===== config.mk =====
export PLATFORM = sky130hd
export DESIGN_NAME = best_fit_block_allocator_flat
export DESIGN_NICKNAME = d
export VERILOG_FILES = /design/src/design/bfa_pkg.sv /design/src/design/bfa_if.sv /design/src/design/best_fit_block_allocator.sv /design/src/design/bfa_best.sv /design/src/flat_wrapper.sv
export SDC_FILE = /design/constraint.sdc
export NUM_CORES = 1
export LEC_CHECK = 0
export BUFFER_PORTS_ARGS = -buffer_cell sky130_fd_sc_hd__buf_2
export CAP_MARGIN = 20
export CORE_MARGIN = 4
export CORE_UTILIZATION = 55
export DETAILED_ROUTE_END_ITERATION = 16
export HOLD_SLACK_MARGIN = 0.03
export PLACE_DENSITY = 0.72
export SYNTH_ARGS = -nofsm -noshare
export SYNTH_HDL_FRONTEND = slang
export SYNTH_HIERARCHICAL = 1
export SYNTH_SLANG_ARGS = --single-unit

===== constraint.sdc =====
create_clock -name clk -period 5.3 [get_ports clk]
set_clock_uncertainty 0.15 [all_clocks]
set_input_delay 0.53 -clock clk [delete_from_list [all_inputs] [get_ports clk]]
set_output_delay 0.53 -clock clk [all_outputs]
set_load 0.02 [all_outputs]

===== src/design/bfa_pkg.sv =====
// Shared codes, field widths and control types of the best-fit block allocator.
package bfa_pkg;

  localparam int OP_W  = 2;
  localparam int SZ_W  = 16;
  localparam int ST_W  = 2;
  localparam int IDX_W = 4;

  localparam logic [OP_W-1:0] OP_LOAD  = 2'd0;
  localparam logic [OP_W-1:0] OP_ALLOC = 2'd1;
  localparam logic [OP_W-1:0] OP_CLEAR = 2'd2;

  localparam logic [ST_W-1:0] ST_OK      = 2'd0;
  localparam logic [ST_W-1:0] ST_GRANTED = 2'd1;
  localparam logic [ST_W-1:0] ST_NOFIT   = 2'd2;
  localparam logic [ST_W-1:0] ST_FULL    = 2'd3;

  typedef struct packed {
    logic start;
    logic step;
    logic free;
  } bfa_trk_ctrl_t;

endpackage


===== src/design/bfa_if.sv =====
// Request and response channel interfaces of the best-fit block allocator.
interface bfa_req_if;
  import bfa_pkg::*;
  logic            valid;
  logic            ready;
  logic [OP_W-1:0] op;
  logic [SZ_W-1:0] size_value;
  modport source (output valid, op, size_value, input ready);
  modport sink (input valid, op, size_value, output ready);
endinterface

interface bfa_rsp_if;
  import bfa_pkg::*;
  logic             valid;
  logic             ready;
  logic [ST_W-1:0]  status;
  logic [IDX_W-1:0] block_index;
  logic [SZ_W-1:0]  block_size;
  modport source (output valid, status, block_index, block_size, input ready);
  modport sink (input valid, status, block_index, block_size, output ready);
endinterface


===== src/design/best_fit_block_allocator.sv =====
// Best-fit block allocator: block size table in a synchronous RAM, scanned per request.
//
// Requests come in on req (op, size_value) and results leave on rsp (status,
// block_index, block_size); each moves when valid and ready are both high.
// Every request produces exactly one result. A load of a block size, a clear
// and the unused op code finish in the accepting cycle, so their result is
// valid in the next cycle and they can follow each other every cycle while
// the receiver keeps rsp.ready high. An allocation reads the size RAM one entry
// per cycle over the loaded blocks, then passes the states S_LAST and S_DONE
// before its result is registered (an empty table goes straight to S_DONE).
// The next request can be taken in the first cycle that result is valid; the
// scan grows with the block count, set by the single read port of the
// size RAM. The block takes one request at a time and takes the next one as
// soon as its result sits in the output register and that register is being
// drained, or is empty. A stalled receiver holds the result in place and
// keeps req.ready low, as does an allocation scan in progress.
// Reset empties the table and frees every block; no clearing pass is needed
// because only entries below the block count are ever read.
module best_fit_block_allocator #(
  parameter int MAX_BLOCKS = 16,
  parameter int SIZE_BITS  = 16
) (
  input  logic           clk,
  input  logic           rst,
  bfa_req_if.sink        req,
  bfa_rsp_if.source      rsp
);
  import bfa_pkg::*;

  localparam int AW = $clog2(MAX_BLOCKS);
  localparam int CW = $clog2(MAX_BLOCKS + 1);

  localparam logic [1:0] S_IDLE = 2'd0;
  localparam logic [1:0] S_SCAN = 2'd1;
  localparam logic [1:0] S_LAST = 2'd2;
  localparam logic [1:0] S_DONE = 2'd3;

  logic [1:0]            state;
  logic [CW-1:0]         count;
  logic [MAX_BLOCKS-1:0] used;
  logic [AW-1:0]         scan_addr;
  logic [AW-1:0]         cmp_idx;
  logic                  cmp_valid;
  logic [SIZE_BITS-1:0]  req_size;
  logic [SIZE_BITS-1:0]  rd_data;
  logic [SIZE_BITS-1:0]  sizes_mem [MAX_BLOCKS];

  logic                  rsp_valid;
  logic [ST_W-1:0]       status;
  logic [IDX_W-1:0]      block_index;
  logic [SZ_W-1:0]       block_size;
  logic [ST_W-1:0]       status_next;
  logic [IDX_W-1:0]      index_next;
  logic [SZ_W-1:0]       size_next;

  logic                  out_free;
  logic                  accept;
  logic                  full;
  logic                  load_ok;
  logic                  finish;
  logic                  grant;
  logic                  load_out;
  logic                  scan_end;
  logic [SIZE_BITS+SZ_W-1:0] in_ext;
  logic [SIZE_BITS-1:0]  in_size;
  logic [AW+IDX_W-1:0]   load_idx_ext;
  logic [AW+IDX_W-1:0]   best_idx_ext;
  logic [SIZE_BITS+SZ_W-1:0] best_size_ext;

  bfa_trk_ctrl_t         trk_ctrl;
  logic                  trk_found;
  logic [AW-1:0]         best_idx;
  logic [SIZE_BITS-1:0]  best_size;

  assign out_free = !rsp_valid || rsp.ready;
  assign req.ready = (state == S_IDLE) && out_free;
  assign accept = req.valid && req.ready;
  assign full = (count == CW'(MAX_BLOCKS));
  assign load_ok = accept && (req.op == OP_LOAD) && !full;
  assign finish = (state == S_DONE) && out_free;
  assign grant = finish && trk_found;
  assign load_out = (accept && (req.op != OP_ALLOC)) || finish;
  assign scan_end = ((CW'(scan_addr) + CW'(1)) == count);

  assign in_ext = {{SIZE_BITS{1'b0}}, req.size_value};
  assign in_size = in_ext[SIZE_BITS-1:0];
  assign load_idx_ext = {{IDX_W{1'b0}}, count[AW-1:0]};
  assign best_idx_ext = {{IDX_W{1'b0}}, best_idx};
  assign best_size_ext = {{SZ_W{1'b0}}, best_size};

  // Size table: one write port for loads, one registered read port for scans.
  always_ff @(posedge clk) begin
    if (load_ok) begin
      sizes_mem[count[AW-1:0]] <= in_size;
    end
    rd_data <= sizes_mem[scan_addr];
  end

  always_ff @(posedge clk) begin
    if (rst) begin
      state     <= S_IDLE;
      count     <= '0;
      used      <= '0;
      cmp_valid <= 1'b0;
      scan_addr <= '0;
    end else begin
      cmp_valid <= (state == S_SCAN);
      unique case (state)
        S_IDLE: begin
          if (accept) begin
            priority if (req.op == OP_LOAD) begin
              if (!full) begin
                count <= count + CW'(1);
                used[count[AW-1:0]] <= 1'b0;
              end
            end else if (req.op == OP_ALLOC) begin
              scan_addr <= '0;
              state <= (count == '0) ? S_DONE : S_SCAN;
            end else if (req.op == OP_CLEAR) begin
              count <= '0;
              used  <= '0;
            end else begin
              count <= count;
            end
          end
        end
        S_SCAN: begin
          if (scan_end) begin
            state <= S_LAST;
          end else begin
            scan_addr <= scan_addr + AW'(1);
          end
        end
        S_LAST: begin
          state <= S_DONE;
        end
        S_DONE: begin
          if (out_free) begin
            state <= S_IDLE;
            if (trk_found) begin
              used[best_idx] <= 1'b1;
            end
          end
        end
        default: begin
          state <= S_IDLE;
        end
      endcase
    end
  end

  always_ff @(posedge clk) begin
    cmp_idx <= scan_addr;
    if (accept && (req.op == OP_ALLOC)) begin
      req_size <= in_size;
    end
  end

  assign trk_ctrl.start = accept && (req.op == OP_ALLOC);
  assign trk_ctrl.step  = cmp_valid;
  assign trk_ctrl.free  = !used[cmp_idx];

  bfa_best #(
    .AW (AW),
    .SW (SIZE_BITS)
  ) u_best (
    .clk       (clk),
    .rst       (rst),
    .ctrl      (trk_ctrl),
    .idx       (cmp_idx),
    .size      (rd_data),
    .req_size  (req_size),
    .found     (trk_found),
    .best_idx  (best_idx),
    .best_size (best_size)
  );

  always_comb begin
    status_next = ST_OK;
    index_next  = '0;
    size_next   = '0;
    if (state == S_DONE) begin
      if (trk_found) begin
        status_next = ST_GRANTED;
        index_next  = best_idx_ext[IDX_W-1:0];
        size_next   = best_size_ext[SZ_W-1:0];
      end else begin
        status_next = ST_NOFIT;
      end
    end else if (req.op == OP_LOAD) begin
      if (full) begin
        status_next = ST_FULL;
      end else begin
        index_next = load_idx_ext[IDX_W-1:0];
      end
    end
  end

  always_ff @(posedge clk) begin
    if (rst) begin
      rsp_valid <= 1'b0;
    end else if (load_out) begin
      rsp_valid <= 1'b1;
    end else if (rsp.ready) begin
      rsp_valid <= 1'b0;
    end
  end

  always_ff @(posedge clk) begin
    if (load_out) begin
      status      <= status_next;
      block_index <= index_next;
      block_size  <= size_next;
    end
  end

  assign rsp.valid       = rsp_valid;
  assign rsp.status      = status;
  assign rsp.block_index = block_index;
  assign rsp.block_size  = block_size;

  // The table never holds more entries than it has room for.
  a_count_bound: assert property (@(posedge clk) disable iff (rst)
    count <= CW'(MAX_BLOCKS))
    else $error("block count exceeds table capacity");

  // A grant marks the chosen block used on the following cycle.
  a_grant_marks: assert property (@(posedge clk) disable iff (rst)
    grant |=> used[$past(best_idx)])
    else $error("granted block not marked used");

  // The chosen block always fits the request.
  a_grant_fits: assert property (@(posedge clk) disable iff (rst)
    (state == S_DONE) && trk_found |-> best_size >= req_size)
    else $error("granted block smaller than request");

  // A clear empties the table and frees every block.
  a_clear_empties: assert property (@(posedge clk) disable iff (rst)
    accept && (req.op == OP_CLEAR) |=> (count == '0) && (used == '0))
    else $error("clear left table state behind");

endmodule


===== src/design/bfa_best.sv =====
// Running best-fit tracker fed one table entry per cycle during a scan.
module bfa_best #(
  parameter int AW = 4,
  parameter int SW = 16
) (
  input  logic                   clk,
  input  logic                   rst,
  input  bfa_pkg::bfa_trk_ctrl_t ctrl,
  input  logic [AW-1:0]          idx,
  input  logic [SW-1:0]          size,
  input  logic [SW-1:0]          req_size,
  output logic                   found,
  output logic [AW-1:0]          best_idx,
  output logic [SW-1:0]          best_size
);
  import bfa_pkg::*;

  logic better;

  // Strictly smaller wins, so on equal sizes the earlier entry stays.
  assign better = ctrl.step && ctrl.free && (size >= req_size) &&
                  (!found || (size < best_size));

  always_ff @(posedge clk) begin
    if (rst) begin
      found <= 1'b0;
    end else if (ctrl.start) begin
      found <= 1'b0;
    end else if (better) begin
      found <= 1'b1;
    end
  end

  always_ff @(posedge clk) begin
    if (better) begin
      best_idx  <= idx;
      best_size <= size;
    end
  end

endmodule


===== src/flat_wrapper.sv =====
// flat-port wrapper written by rule: the top's interface ports become plain ports
module best_fit_block_allocator_flat import bfa_pkg::*;
#(
  parameter int MAX_BLOCKS = 16,
  parameter int SIZE_BITS  = 16
)
  (clk, rst, req_valid, req_op, req_size_value, req_ready, rsp_valid, rsp_status, rsp_block_index, rsp_block_size, rsp_ready);
  bfa_req_if req_i ();
  bfa_rsp_if rsp_i ();
  input  logic clk;
  input  logic rst;
  input wire logic [$bits(req_i.valid)-1:0] req_valid;
  input wire logic [$bits(req_i.op)-1:0] req_op;
  input wire logic [$bits(req_i.size_value)-1:0] req_size_value;
  output wire logic [$bits(req_i.ready)-1:0] req_ready;
  output wire logic [$bits(rsp_i.valid)-1:0] rsp_valid;
  output wire logic [$bits(rsp_i.status)-1:0] rsp_status;
  output wire logic [$bits(rsp_i.block_index)-1:0] rsp_block_index;
  output wire logic [$bits(rsp_i.block_size)-1:0] rsp_block_size;
  input wire logic [$bits(rsp_i.ready)-1:0] rsp_ready;
  assign req_i.valid = req_valid;
  assign req_i.op = req_op;
  assign req_i.size_value = req_size_value;
  assign req_ready = req_i.ready;
  assign rsp_valid = rsp_i.valid;
  assign rsp_status = rsp_i.status;
  assign rsp_block_index = rsp_i.block_index;
  assign rsp_block_size = rsp_i.block_size;
  assign rsp_i.ready = rsp_ready;
  best_fit_block_allocator #(.MAX_BLOCKS(MAX_BLOCKS), .SIZE_BITS(SIZE_BITS)) u_core (.clk(clk), .rst(rst), .req(req_i), .rsp(rsp_i));
endmodule

==> results by group, run 1 <==
Outcome
  – Status: complete, no violations

Placed design
  – Placed cells: 1181
  – Worst slack, placed: 1.708 ns
  – Post-DP HPWL: 19380 um
  – # port buffers: 45
  – GP Congestion: 0.8953

Clock network
  – Inserted Clock Buffers: 38
  – Post_cts resized: 0
  – Post-CTS setup buffer count: 0
  – H-tree levels: 2
  – Worst-path clk slew: 0.06 ns
  – TritonCTS Sinks: 364
  – CTS tree: done
  – Clock root cell: clkbuf_16
  – Hold Buf Count CTS: 0
  – Maximum root-to-sink buffer count: 3
  – Clk Latency, worst-skew pair: 0.51 ns

Synth
  – Mapped Area: 14700 um^2
  – Post-Syn Instances: 829
  – Synth warn: 6
  – Asr flop ratio synth: 0
  – Main synth FF type: edfxtp_1
  – Post-Syn Area per Cell: 17.73 um^2
  – EDFF count, synth: 314
  – Seq/Total Area, Yosys: 0.7094
  – Synthesis-stage register bit count: 364
  – Netlist cell types: 54
  – Net Count, Synth: 892

Critical path
  – CP max stage delay: 0.85 ns
  – CP cell instances: inv_1, ha_1, and4bb_4, nor4_2, nand2_1, nor2_2
  – Worst path slowest cell: nor2_2
  – RR Startpoint: u_core/count[0]
  – Top delay family on crit path: simple AND/OR/NAND/NOR gates
  – Critical path type: register to register
  – Worst Path Required: 5.28 ns
  – CP max FO: 16
  – Worst path bufs/invs: 1
  – WP depth: 6
  – Nature of the critical path endpoint: register
  – R2R depth: 6
  – Crit path from: u_core/count[0]
  – Crit path launch type: register
  – CP arrival: 3.63 ns

Cells and area
  – Share of cells above drive strength 1: 0.2445
  – ANT cells: 0
  – Fin cells: 1251
  – Synth-to-Final Area Change: 13.33%
  – Layout Nets: 950

STA
  – RSZ-0062 raised after global routing: false
  – Tightest Pin Transition: 1.093 ns
  – Fmax: 0.2738 GHz
  – Setup violations, final: 0
  – Fin crit share: 0.6892
  – Post-Route Setup TNS: 0 ns
  – Pins Over Slew Limit: 0
  – Relative slew slack: 0.2683
  – Min Tclk post-route: 3.653 ns
  – Final WS setup: 1.647 ns
  – Final hold violations: 0

Drt
  – DRC: 0
  – Wire length per cell: 24.39 um
  – Final wirelength: 30510 um
  – Antenna viol nets, final: 0
  – Via count: 7733
  – Iteration-0 DRC Markers: 878
  – TritonRoute pass-1 iters: 5
  – Vias per cell: 6.181

Die
  – Die Y: 171.5 um
  – # rows: 59
  – Core Box Area: 26210 um^2
  – Initial Util: 0.5610
  – Top Ports: 46
  – Die Area: 29410 um^2
  – Chip Width: 171.5 um

Global route
  – GRT Util Overall: 0.2126
  – Vias in the first global route: 7691
  – Global route overflow: 0
  – Largest net degree at the start of global routing: 51
  – First-pass GRT wire length: 46580 um
  – Initial antenna violation count: 2

Pwr
  – Combinational Power Share: 0.092
  – Clock share of power: 0.413
  – Internal: 5185 uW
  – P_sw: 1492 uW
  – Worst vdd ir: 240.8 uV
  – Sw Ratio: 0.2234
  – Leak: 0.005566 uW
  – Power after layout: 6677 uW
  – Proportion of power drawn by flip-flops and latches: 0.495
  – Pwr per Cell Area: 400.8 nW/um^2

Hold path
  – Hold Path Depth: 0
  – HP Class: register to register
  – Worst Min Path Start: u_core/scan_addr[3]

Job
  – # Max-Cap Violations: 0
[through the flow]
stage / instance area, um^2 / utilization / hold slack (ns)
after global placement: 15310 / 0.5844 / 0.2179
after detailed placement: 15310 / 0.5844 / 0.2197
after CTS: 16650 / 0.6352 / 0.2298
final: 16660 / 0.6358 / 0.2302
after floorplan: 14700 / - / 0.2043
after global routing: 16660 / 0.6358 / 0.2447
[power by group through the flow]
stage	Sequential, uW	Clock (uW)	Combinational, uW
floorplan	3390	0	364
global placement	3370	0	595
detailed placement	3370	0	603
CTS	3310	2810	608
global route	3320	2940	675
finish	3300	2760	613
[layer usage]
metal | GRT usage | wire, um
met5 | 0 | 11
met1 | 0.3014 | 12500
met2 | 0.3434 | 14990
met3 | 0.05033 | 2437
met4 | 0.04650 | 563
[path summary, 6_finish.rpt]
check | end | slack [ns]
max | u_core/sizes_mem[9][4] | 1.65
max reg2reg | u_core/sizes_mem[9][4] | 1.65
min | u_core/cmp_idx[3] | 0.23
min reg2reg | u_core/cmp_idx[3] | 0.23
[final cells by class]
cell class | count | area [um^2]
Tap cell | 335 | 419.2
Clock inverter | 12 | 163.9
Multi-Input combinational cell | 382 | 3999
Fill cell | 1778 | 9545
Clock buffer | 57 | 1167
Timing Repair Buffer | 54 | 300.3
Sequential cell | 364 | 10440
Inverter | 47 | 176.4
[registers in the layout (all words and copies together) (netlist names)]
signal,cells
u_core/rsp.block_index,4
u_core/used,16
u_core/count,5
u_core/state,2
u_core/rd_data,16
u_core/req_size,16
u_core/u_best/best_idx,4
u_core/sizes_mem,256
u_core/scan_addr,4
u_core/rsp.block_size,16
u_core/cmp_idx,4
u_core/rsp.valid,1
u_core/u_best/best_size,16
u_core/rsp.status,2
u_core/cmp_valid,1
u_core/u_best/found,1
[cells in the mapped netlist (all sizes together), types with 3 or more instances]
| library cell | instances | area (um^2) |
|---|---|---|
| buf | 13 | 61.31 |
| and3 | 18 | 112.6 |
| inv | 47 | 176.4 |
| o211ai | 4 | 30.03 |
| mux4 | 85 | 1914 |
| or4 | 4 | 30.03 |
| nor3 | 6 | 35.03 |
| nand4 | 5 | 31.28 |
| nor2 | 25 | 93.84 |
| nand3 | 15 | 75.07 |
| a211oi | 5 | 37.54 |
| edfxtp | 314 | 9429 |
| o32ai | 5 | 43.79 |
| nand2 | 24 | 92.59 |
| xnor2 | 4 | 35.03 |
| clkbuf | 23 | 87.58 |
| and4 | 4 | 35.03 |
| o21ai | 37 | 185.2 |
| nor2b | 19 | 118.9 |
| ha | 41 | 513.0 |
| nand2b | 9 | 56.30 |
| a21oi | 35 | 175.2 |
| dfxtp | 50 | 1001 |
| o2bb2ai | 3 | 26.28 |
| a31oi | 6 | 37.54 |
[kinds of logic after synthesis]
family / Yosys count / synth area share
muxes: 86 / 0.1309
AOI/OAI and AO/OA: 108 / 0.04502
and+or+nand+nor: 142 / 0.05464
buffers and inverters: 83 / 0.02213
xor gates and xnor gates: 5 / 0.002979
adders and majority gates: 41 / 0.03489
DFF: 364 / 0.7094
[layout by cell type (no fill, tap or decap), drive strengths merged, types with 3 or more instances in the layout]
cell type,netlist,routed
a211oi,5,5
a21oi,35,35
a31oi,6,6
and3,18,18
and4,4,4
buf,13,54
bufinv,0,4
clkbuf,23,57
clkinv,0,7
dfxtp,50,50
edfxtp,314,314
ha,41,41
inv,47,47
mux4,85,85
nand2,24,24
nand2b,9,9
nand3,15,15
nand4,5,5
nor2,25,25
nor2b,19,19
nor3,6,6
o211ai,4,4
o21ai,37,37
o2bb2ai,3,3
o32ai,5,5
or4,4,4
xnor2,4,4
(Power assumes the default switching activity.)
==> inputs of run 2 (changes only) <==
- clock period: 5.3 -> 3.7 ns (I/O delays scaled with it)
==> run 2 against run 1 <==
Against the previous run:
- clock power increased by 30%
- hold slack got worse by 0.16 ns
- sequential share of layout area decreased by 0.11 points
- final cell count increased by 1.6%
- critical path type unchanged
==> results by group, run 2 (synthesized netlist as in run 1, its figures left out) <==
Placed design
  – Placed cells: 1205 (+2.0%)
  – Post-DP HPWL: 17900 um (-7.6%)
  – Worst slack, placed: 0.7681 ns (-0.9404 ns)
  – GP Congestion: 0.8558 (-4.4%)
  – # port buffers: 45 (unchanged)

Cells and area
  – Commonest non-fill, non-tap cell in the layout: edfxtp_1
  – Fin cells: 1271 (+1.6%)
  – Synth-to-Final Area Change: 13.53%
  – ANT cells: 0 (unchanged)
  – Most frequent cells in the layout: edfxtp_1 (314), mux4_2 (85), dfxtp_1 (48)
  – Layout Nets: 973 (+2.4%)
  – # fillers: 1772 (-0.34%)
  – Share of cells above drive strength 1: 0.2564 (+0.01187)
  – Max reg flops: 256 (unchanged)

Outcome
  – Status: complete, no violations

STA
  – Fmax: 0.3463 GHz (+26%)
  – Relative slew slack: 0.5146 (+0.2463)
  – Setup violations, final: 0 (unchanged)
  – Post-Route Setup TNS: 0 ns (unchanged)
  – Pins Over Slew Limit: 0 (unchanged)
  – RSZ-0062 raised after global routing: false
  – Min Tclk post-route: 2.888 ns (-0.7649 ns)
  – Fin crit share: 0.7805 (+0.09129)
  – Tightest Pin Transition: 0.7266 ns (-0.3660 ns)
  – Final WS setup: 0.8123 ns (-0.8351 ns)
  – Final hold violations: 0 (unchanged)

Die
  – Core Box Area: 26210 um^2 (unchanged)
  – Initial Util: 0.5610 (unchanged)
  – Die Y: 171.5 um (unchanged)
  – # rows: 59 (unchanged)
  – Chip Width: 171.5 um (unchanged)
  – Top Ports: 46 (unchanged)
  – Die Area: 29410 um^2 (unchanged)

Clock network
  – Post-CTS setup buffer count: 0 (unchanged)
  – TritonCTS Sinks: 364 (unchanged)
  – H-tree levels: 2 (unchanged)
  – Inserted Clock Buffers: 38 (unchanged)
  – CTS tree: done
  – Clock root cell: clkbuf_16
  – Hold Buf Count CTS: 0 (unchanged)
  – Worst-path clk slew: 0.06 ns (about the same)
  – Post_cts resized: 0 (unchanged)
  – Clk Latency, worst-skew pair: 0.52 ns (about the same)
  – Maximum root-to-sink buffer count: 3 (unchanged)

Critical path
  – Worst Path Required: 3.77 ns (-1.51 ns)
  – RR Startpoint: u_core/cmp_idx[0]
  – Critical path type: register to register
  – Nature of the critical path endpoint: register
  – R2R Path End: u_core/u_best/best_size[12]
  – CP arrival: 2.96 ns (-0.67 ns)
  – Reg-to-reg slack, setup: 0.81 ns (-0.84 ns)
  – R2R depth: 7 (+1)
  – Crit path launch type: register
  – CP max FO: 12 (-4)

Drt
  – Iteration-0 DRC Markers: 611 (-30%)
  – Wire length per cell: 23.33 um (-4.3%)
  – Antenna viol nets, final: 0 (unchanged)
  – TritonRoute pass-1 iters: 5 (unchanged)
  – DRC: 0 (unchanged)
  – Vias per cell: 6.089 (-1.5%)
  – Via count: 7739 (+0.078%)
  – Final wirelength: 29650 um (-2.8%)

Global route
  – Largest net degree at the start of global routing: 52 (+2.0%)
  – First-pass GRT wire length: 46020 um (-1.2%)
  – Global route overflow: 0 (unchanged)
  – GRT Util Overall: 0.2085 (-0.004090)
  – Initial antenna violation count: 0 (-2)
  – Vias in the first global route: 7770 (+1.0%)

Job
  – # Max-Cap Violations: 0 (unchanged)

Hold path
  – HP Class: input port to register
  – Worst Hold End: u_core/rsp.valid
  – Hold Path Depth: 3 (+3)
  – Worst Min Path Start: rsp_ready

Pwr
  – Worst vdd ir: 350.2 uV (+45%)
  – Power after layout: 9164 uW (+37%)
  – Pwr per Cell Area: 549.0 nW/um^2 (+37%)
  – Leak: 0.005608 uW (+0.75%)
## run 2: cell count changes in the layout (fill, tap and decap cells not counted), moves of 2 or more
cell,before,now
buf_4,8,30
clkbuf_8,6,2
clkinv_1,2,6
clkbuf_16,42,39
buf_12,0,2
bufinv_16,4,2
clkinvlp_4,1,3
## run 2: how the worst max path moves through the flow
stage                                 start                          end  slack [ns]
after global placement    u_core/cmp_idx[0]   u_core/u_best/best_size[3]        0.85
final                     u_core/cmp_idx[0]  u_core/u_best/best_size[12]        0.81
after CTS                 u_core/cmp_idx[0]  u_core/u_best/best_size[12]        0.77
after detailed placement  u_core/cmp_idx[0]   u_core/u_best/best_size[1]        0.77
after global routing      u_core/cmp_idx[0]  u_core/u_best/best_size[12]        0.59
after floorplan             u_core/count[0]       u_core/sizes_mem[1][0]        0.16
## run 2: per-stage QoR
step           area (um^2)    util  hold WS, ns
4_1_cts              16690  0.6369      0.05498
3_3_place_gp         15520  0.5922       0.3155
6_report             16690  0.6369      0.06535
5_1_grt              16690  0.6369      0.08830
3_5_place_dp         15520  0.5922       0.3201
2_1_floorplan        14700       -       0.2043
## run 2: layout make-up
| cell class | instances | area (um^2) | area share |
|---|---|---|---|
| Timing Repair Buffer | 77 | 490.5 | 0.02939 |
| Clock inverter | 16 | 133.9 | 0.008021 |
| Inverter | 47 | 176.4 | 0.01057 |
| Multi-Input combinational cell | 382 | 3999 | 0.2396 |
| Tap cell | 335 | 419.2 | 0.02511 |
| Clock buffer | 50 | 1037 | 0.06214 |
| Sequential cell | 364 | 10440 | 0.6252 |
## run 2: routing by layer
metal / track usage / part of all wire
met5: 0 / 0
met2: 0.3465 / 0.50
met1: 0.2919 / 0.41
met4: 0.05305 / 0.019
met3: 0.03631 / 0.064
## run 2: worst max-delay path, cell delays in order (launching register included)
cell,delay [ns]
dfxtp_1,0.47
mux4_2,0.55
mux4_2,0.45
inv_1,0.07
nand2_1,0.05
a31oi_1,0.20
and3_1,0.47
buf_12,0.20
## run 2: power breakdown
| group | switching [uW] | total [uW] | internal, uW |
|---|---|---|---|
| clock | 1470 | 3580 | 2110 |
| sequential | 89.8 | 4720 | 4630 |
| combinational | 524 | 866 | 343 |
| total | 2080 | 9160 | 7080 |
==> inputs of run 3 (changes only) <==
- clock period: 3.7 -> 2.7 ns (I/O delays scaled with it)
==> run 3 against run 2 <==
Against the previous run:
- flip-flop and latch count is the same
- clock power grew 49%
- cell area grew 3.6%
- sequential share of layout area shrank 2.2 points
- via count grew 3.7%
- critical endpoint is now u_core/u_best/best_size[8]
- sequential power grew 37%
- largest power group unchanged
- utilization grew 2.3 points
- hold slack lost 0.0014 ns
- maximum frequency grew 13%
- count of clock-buffer cells in the layout shrank 1
==> results by group, run 3 (synthesized netlist as in run 1, its figures left out) <==
Die
  – Die Y: 171.5 um (unchanged)
  – Initial Util: 0.5610 (unchanged)
  – Die Area: 29410 um^2 (unchanged)
  – Chip Width: 171.5 um (unchanged)
  – # rows: 59 (unchanged)
  – Core Box Area: 26210 um^2 (unchanged)
  – Top Ports: 46 (unchanged)

STA
  – Pins Over Slew Limit: 0 (unchanged)
  – Setup violations, final: 0 (unchanged)
  – Relative slew slack: 0.4436 (-0.07106)
  – Fin crit share: 0.9468 (+0.1663)
  – Fmax: 0.3912 GHz (+13%)
  – Min Tclk post-route: 2.556 ns (-0.3314 ns)
  – Tightest Pin Transition: 0.8330 ns (+0.1064 ns)
  – RSZ-0062 raised after global routing: false
  – Final WS setup: 0.1437 ns (-0.6686 ns)
  – Final hold violations: 0 (unchanged)
  – Post-Route Setup TNS: 0 ns (unchanged)

Global route
  – First-pass GRT wire length: 48860 um (+6.2%)
  – GRT Util Overall: 0.2217 (+0.01322)
  – Vias in the first global route: 8233 (+6.0%)
  – Initial antenna violation count: 0 (unchanged)
  – Global route overflow: 0 (unchanged)
  – Largest net degree at the start of global routing: 67 (+29%)

Placed design
  – Placed inst area: 15770 um^2 (+1.6%)
  – Post-DP HPWL: 19560 um (+9.2%)
  – # port buffers: 45 (unchanged)
  – GP Congestion: 0.8521 (-0.43%)
  – Worst slack, placed: 0.09729 ns (-0.6708 ns)

Drt
  – Via count: 8029 (+3.7%)
  – TritonRoute pass-1 iters: 5 (unchanged)
  – Wire length per cell: 24.09 um (+3.3%)
  – Final wirelength: 31460 um (+6.1%)
  – DRC: 0 (unchanged)
  – Iteration-0 DRC Markers: 718 (+18%)
  – Antenna viol nets, final: 0 (unchanged)
  – Vias per cell: 6.148 (+0.97%)

Clock network
  – Clk Latency, worst-skew pair: 0.52 ns (about the same)
  – H-tree levels: 2 (unchanged)
  – Worst-path clk slew: 0.06 ns (about the same)
  – TritonCTS Sinks: 364 (unchanged)
  – Post-CTS setup buffer count: 0 (unchanged)
  – Clock root cell: clkbuf_16
  – Maximum root-to-sink buffer count: 3 (unchanged)
  – Inserted Clock Buffers: 38 (unchanged)
  – CTS tree: done

Cells and area
  – Layout Nets: 1006 (+3.4%)
  – Final Util: 0.6597 (+0.02277)
  – Post-layout instance area: 17290 um^2 (+3.6%)
  – Most frequent cells in the layout: edfxtp_1 (314), mux4_2 (85), dfxtp_1 (48)
  – Max reg flops: 256 (unchanged)
  – Share of cells above drive strength 1: 0.2709 (+0.01444)
  – ANT cells: 0 (unchanged)
  – Synth-to-Final Area Change: 17.59%
  – Commonest non-fill, non-tap cell in the layout: edfxtp_1

Critical path
  – Crit path launch type: register
  – Nature of the critical path endpoint: register
  – CP max stage delay: 0.49 ns (-0.06 ns)
  – CP cell instances: buf_4, mux4_2, mux4_2, inv_1, nand2_1, a31oi_2, and3_4, buf_4
  – CP max FO: 4 (-8)
  – Top delay family on crit path: multiplexers
  – Critical path type: register to register
  – Worst Path Required: 2.76 ns (-1.01 ns)
  – Worst path bufs/invs: 3 (+1)
  – CP arrival: 2.62 ns (-0.34 ns)
  – Worst path slowest cell: mux4_2

Outcome
  – Status: complete, no violations

Pwr
  – Pwr per Cell Area: 758.7 nW/um^2 (+38%)
  – Power after layout: 13120 uW (+43%)
  – Worst vdd ir: 750.9 uV (+110%)
  – Leak: 0.005844 uW (+4.2%)

Hold path
  – HP Class: input port to register

Job
  – # Max-Cap Violations: 0 (unchanged)
run 3: cell count changes in the layout (fill, tap and decap cells not counted), moves of 2 or more:
cell	previous run	this run
buf_12	2	11
buf_4	30	34
bufinv_16	2	7
clkinv_1	6	4
clkinvlp_4	3	0
dlygate4sd3_1	0	19
nand2_1	23	20
nand2_2	1	4
nor2_2	12	10
nor2_4	0	2
nor3_2	5	2
nor3_4	0	3
run 3: area by class of cell:
| class | instances | area (um^2) |
|---|---|---|
| sequential | 364 | 10440 |
| fill | 1683 | 8919 |
| multi-input combinational | 382 | 4055 |
| clock buffer | 49 | 1012 |
| timing repair buffer | 110 | 905.9 |
| tap | 335 | 419.2 |
| clock inverter | 19 | 284.0 |
| inverter | 47 | 176.4 |
run 3: timing repair:
item,CTS,global route
setup endpoints to repair,0,25
hold buffers,19,0
resized for setup,0,4
hold endpoints to repair,275,0
run 3: path summary, 6_finish.rpt:
| kind | from | endpoint | slack (ns) | cells past startpoint |
|---|---|---|---|---|
| hold reg to reg | u_core/scan_addr[0] | u_core/cmp_idx[0] | 0.31 | 0 |
| setup / recovery | u_core/cmp_idx[0] | u_core/u_best/best_size[8] | 0.14 | 8 |
| hold / removal | req_op[0] | u_core/count[1] | 0.06 | 5 |
| setup reg to reg | u_core/cmp_idx[0] | u_core/u_best/best_size[8] | 0.14 | 8 |
run 3: tightest hold or removal path: cells and delay by family:
| family | cells | cell delay, ns |
|---|---|---|
| compound gates | 2 | 0.11 |
| buf+inv | 1 | 0.15 |
| simple gates | 2 | 0.15 |
run 3: where the power goes:
| group | switching [uW] | leakage (uW) | internal [uW] |
|---|---|---|---|
| logic | 781 | 0.00196 | 533 |
| registers | 108 | 0.00325 | 6340 |
| clock network | 2020 | 0.000634 | 3330 |
run 3: metal layers:
layer,GRT usage,part of all wire,vias up
met4,0.05064,0.019,0
met5,0,0,-
met2,0.3731,0.51,325
li1,-,-,3524
met1,0.3157,0.41,4130
met3,0.02873,0.066,50
run 3: through the flow:
stage,hold slack [ns],cells
floorplan,0.2043,829
detailed placement,0.2957,1218
global route,0.1314,1306
global placement,0.2911,1218
CTS,0.04164,1305
finish,0.06395,1306
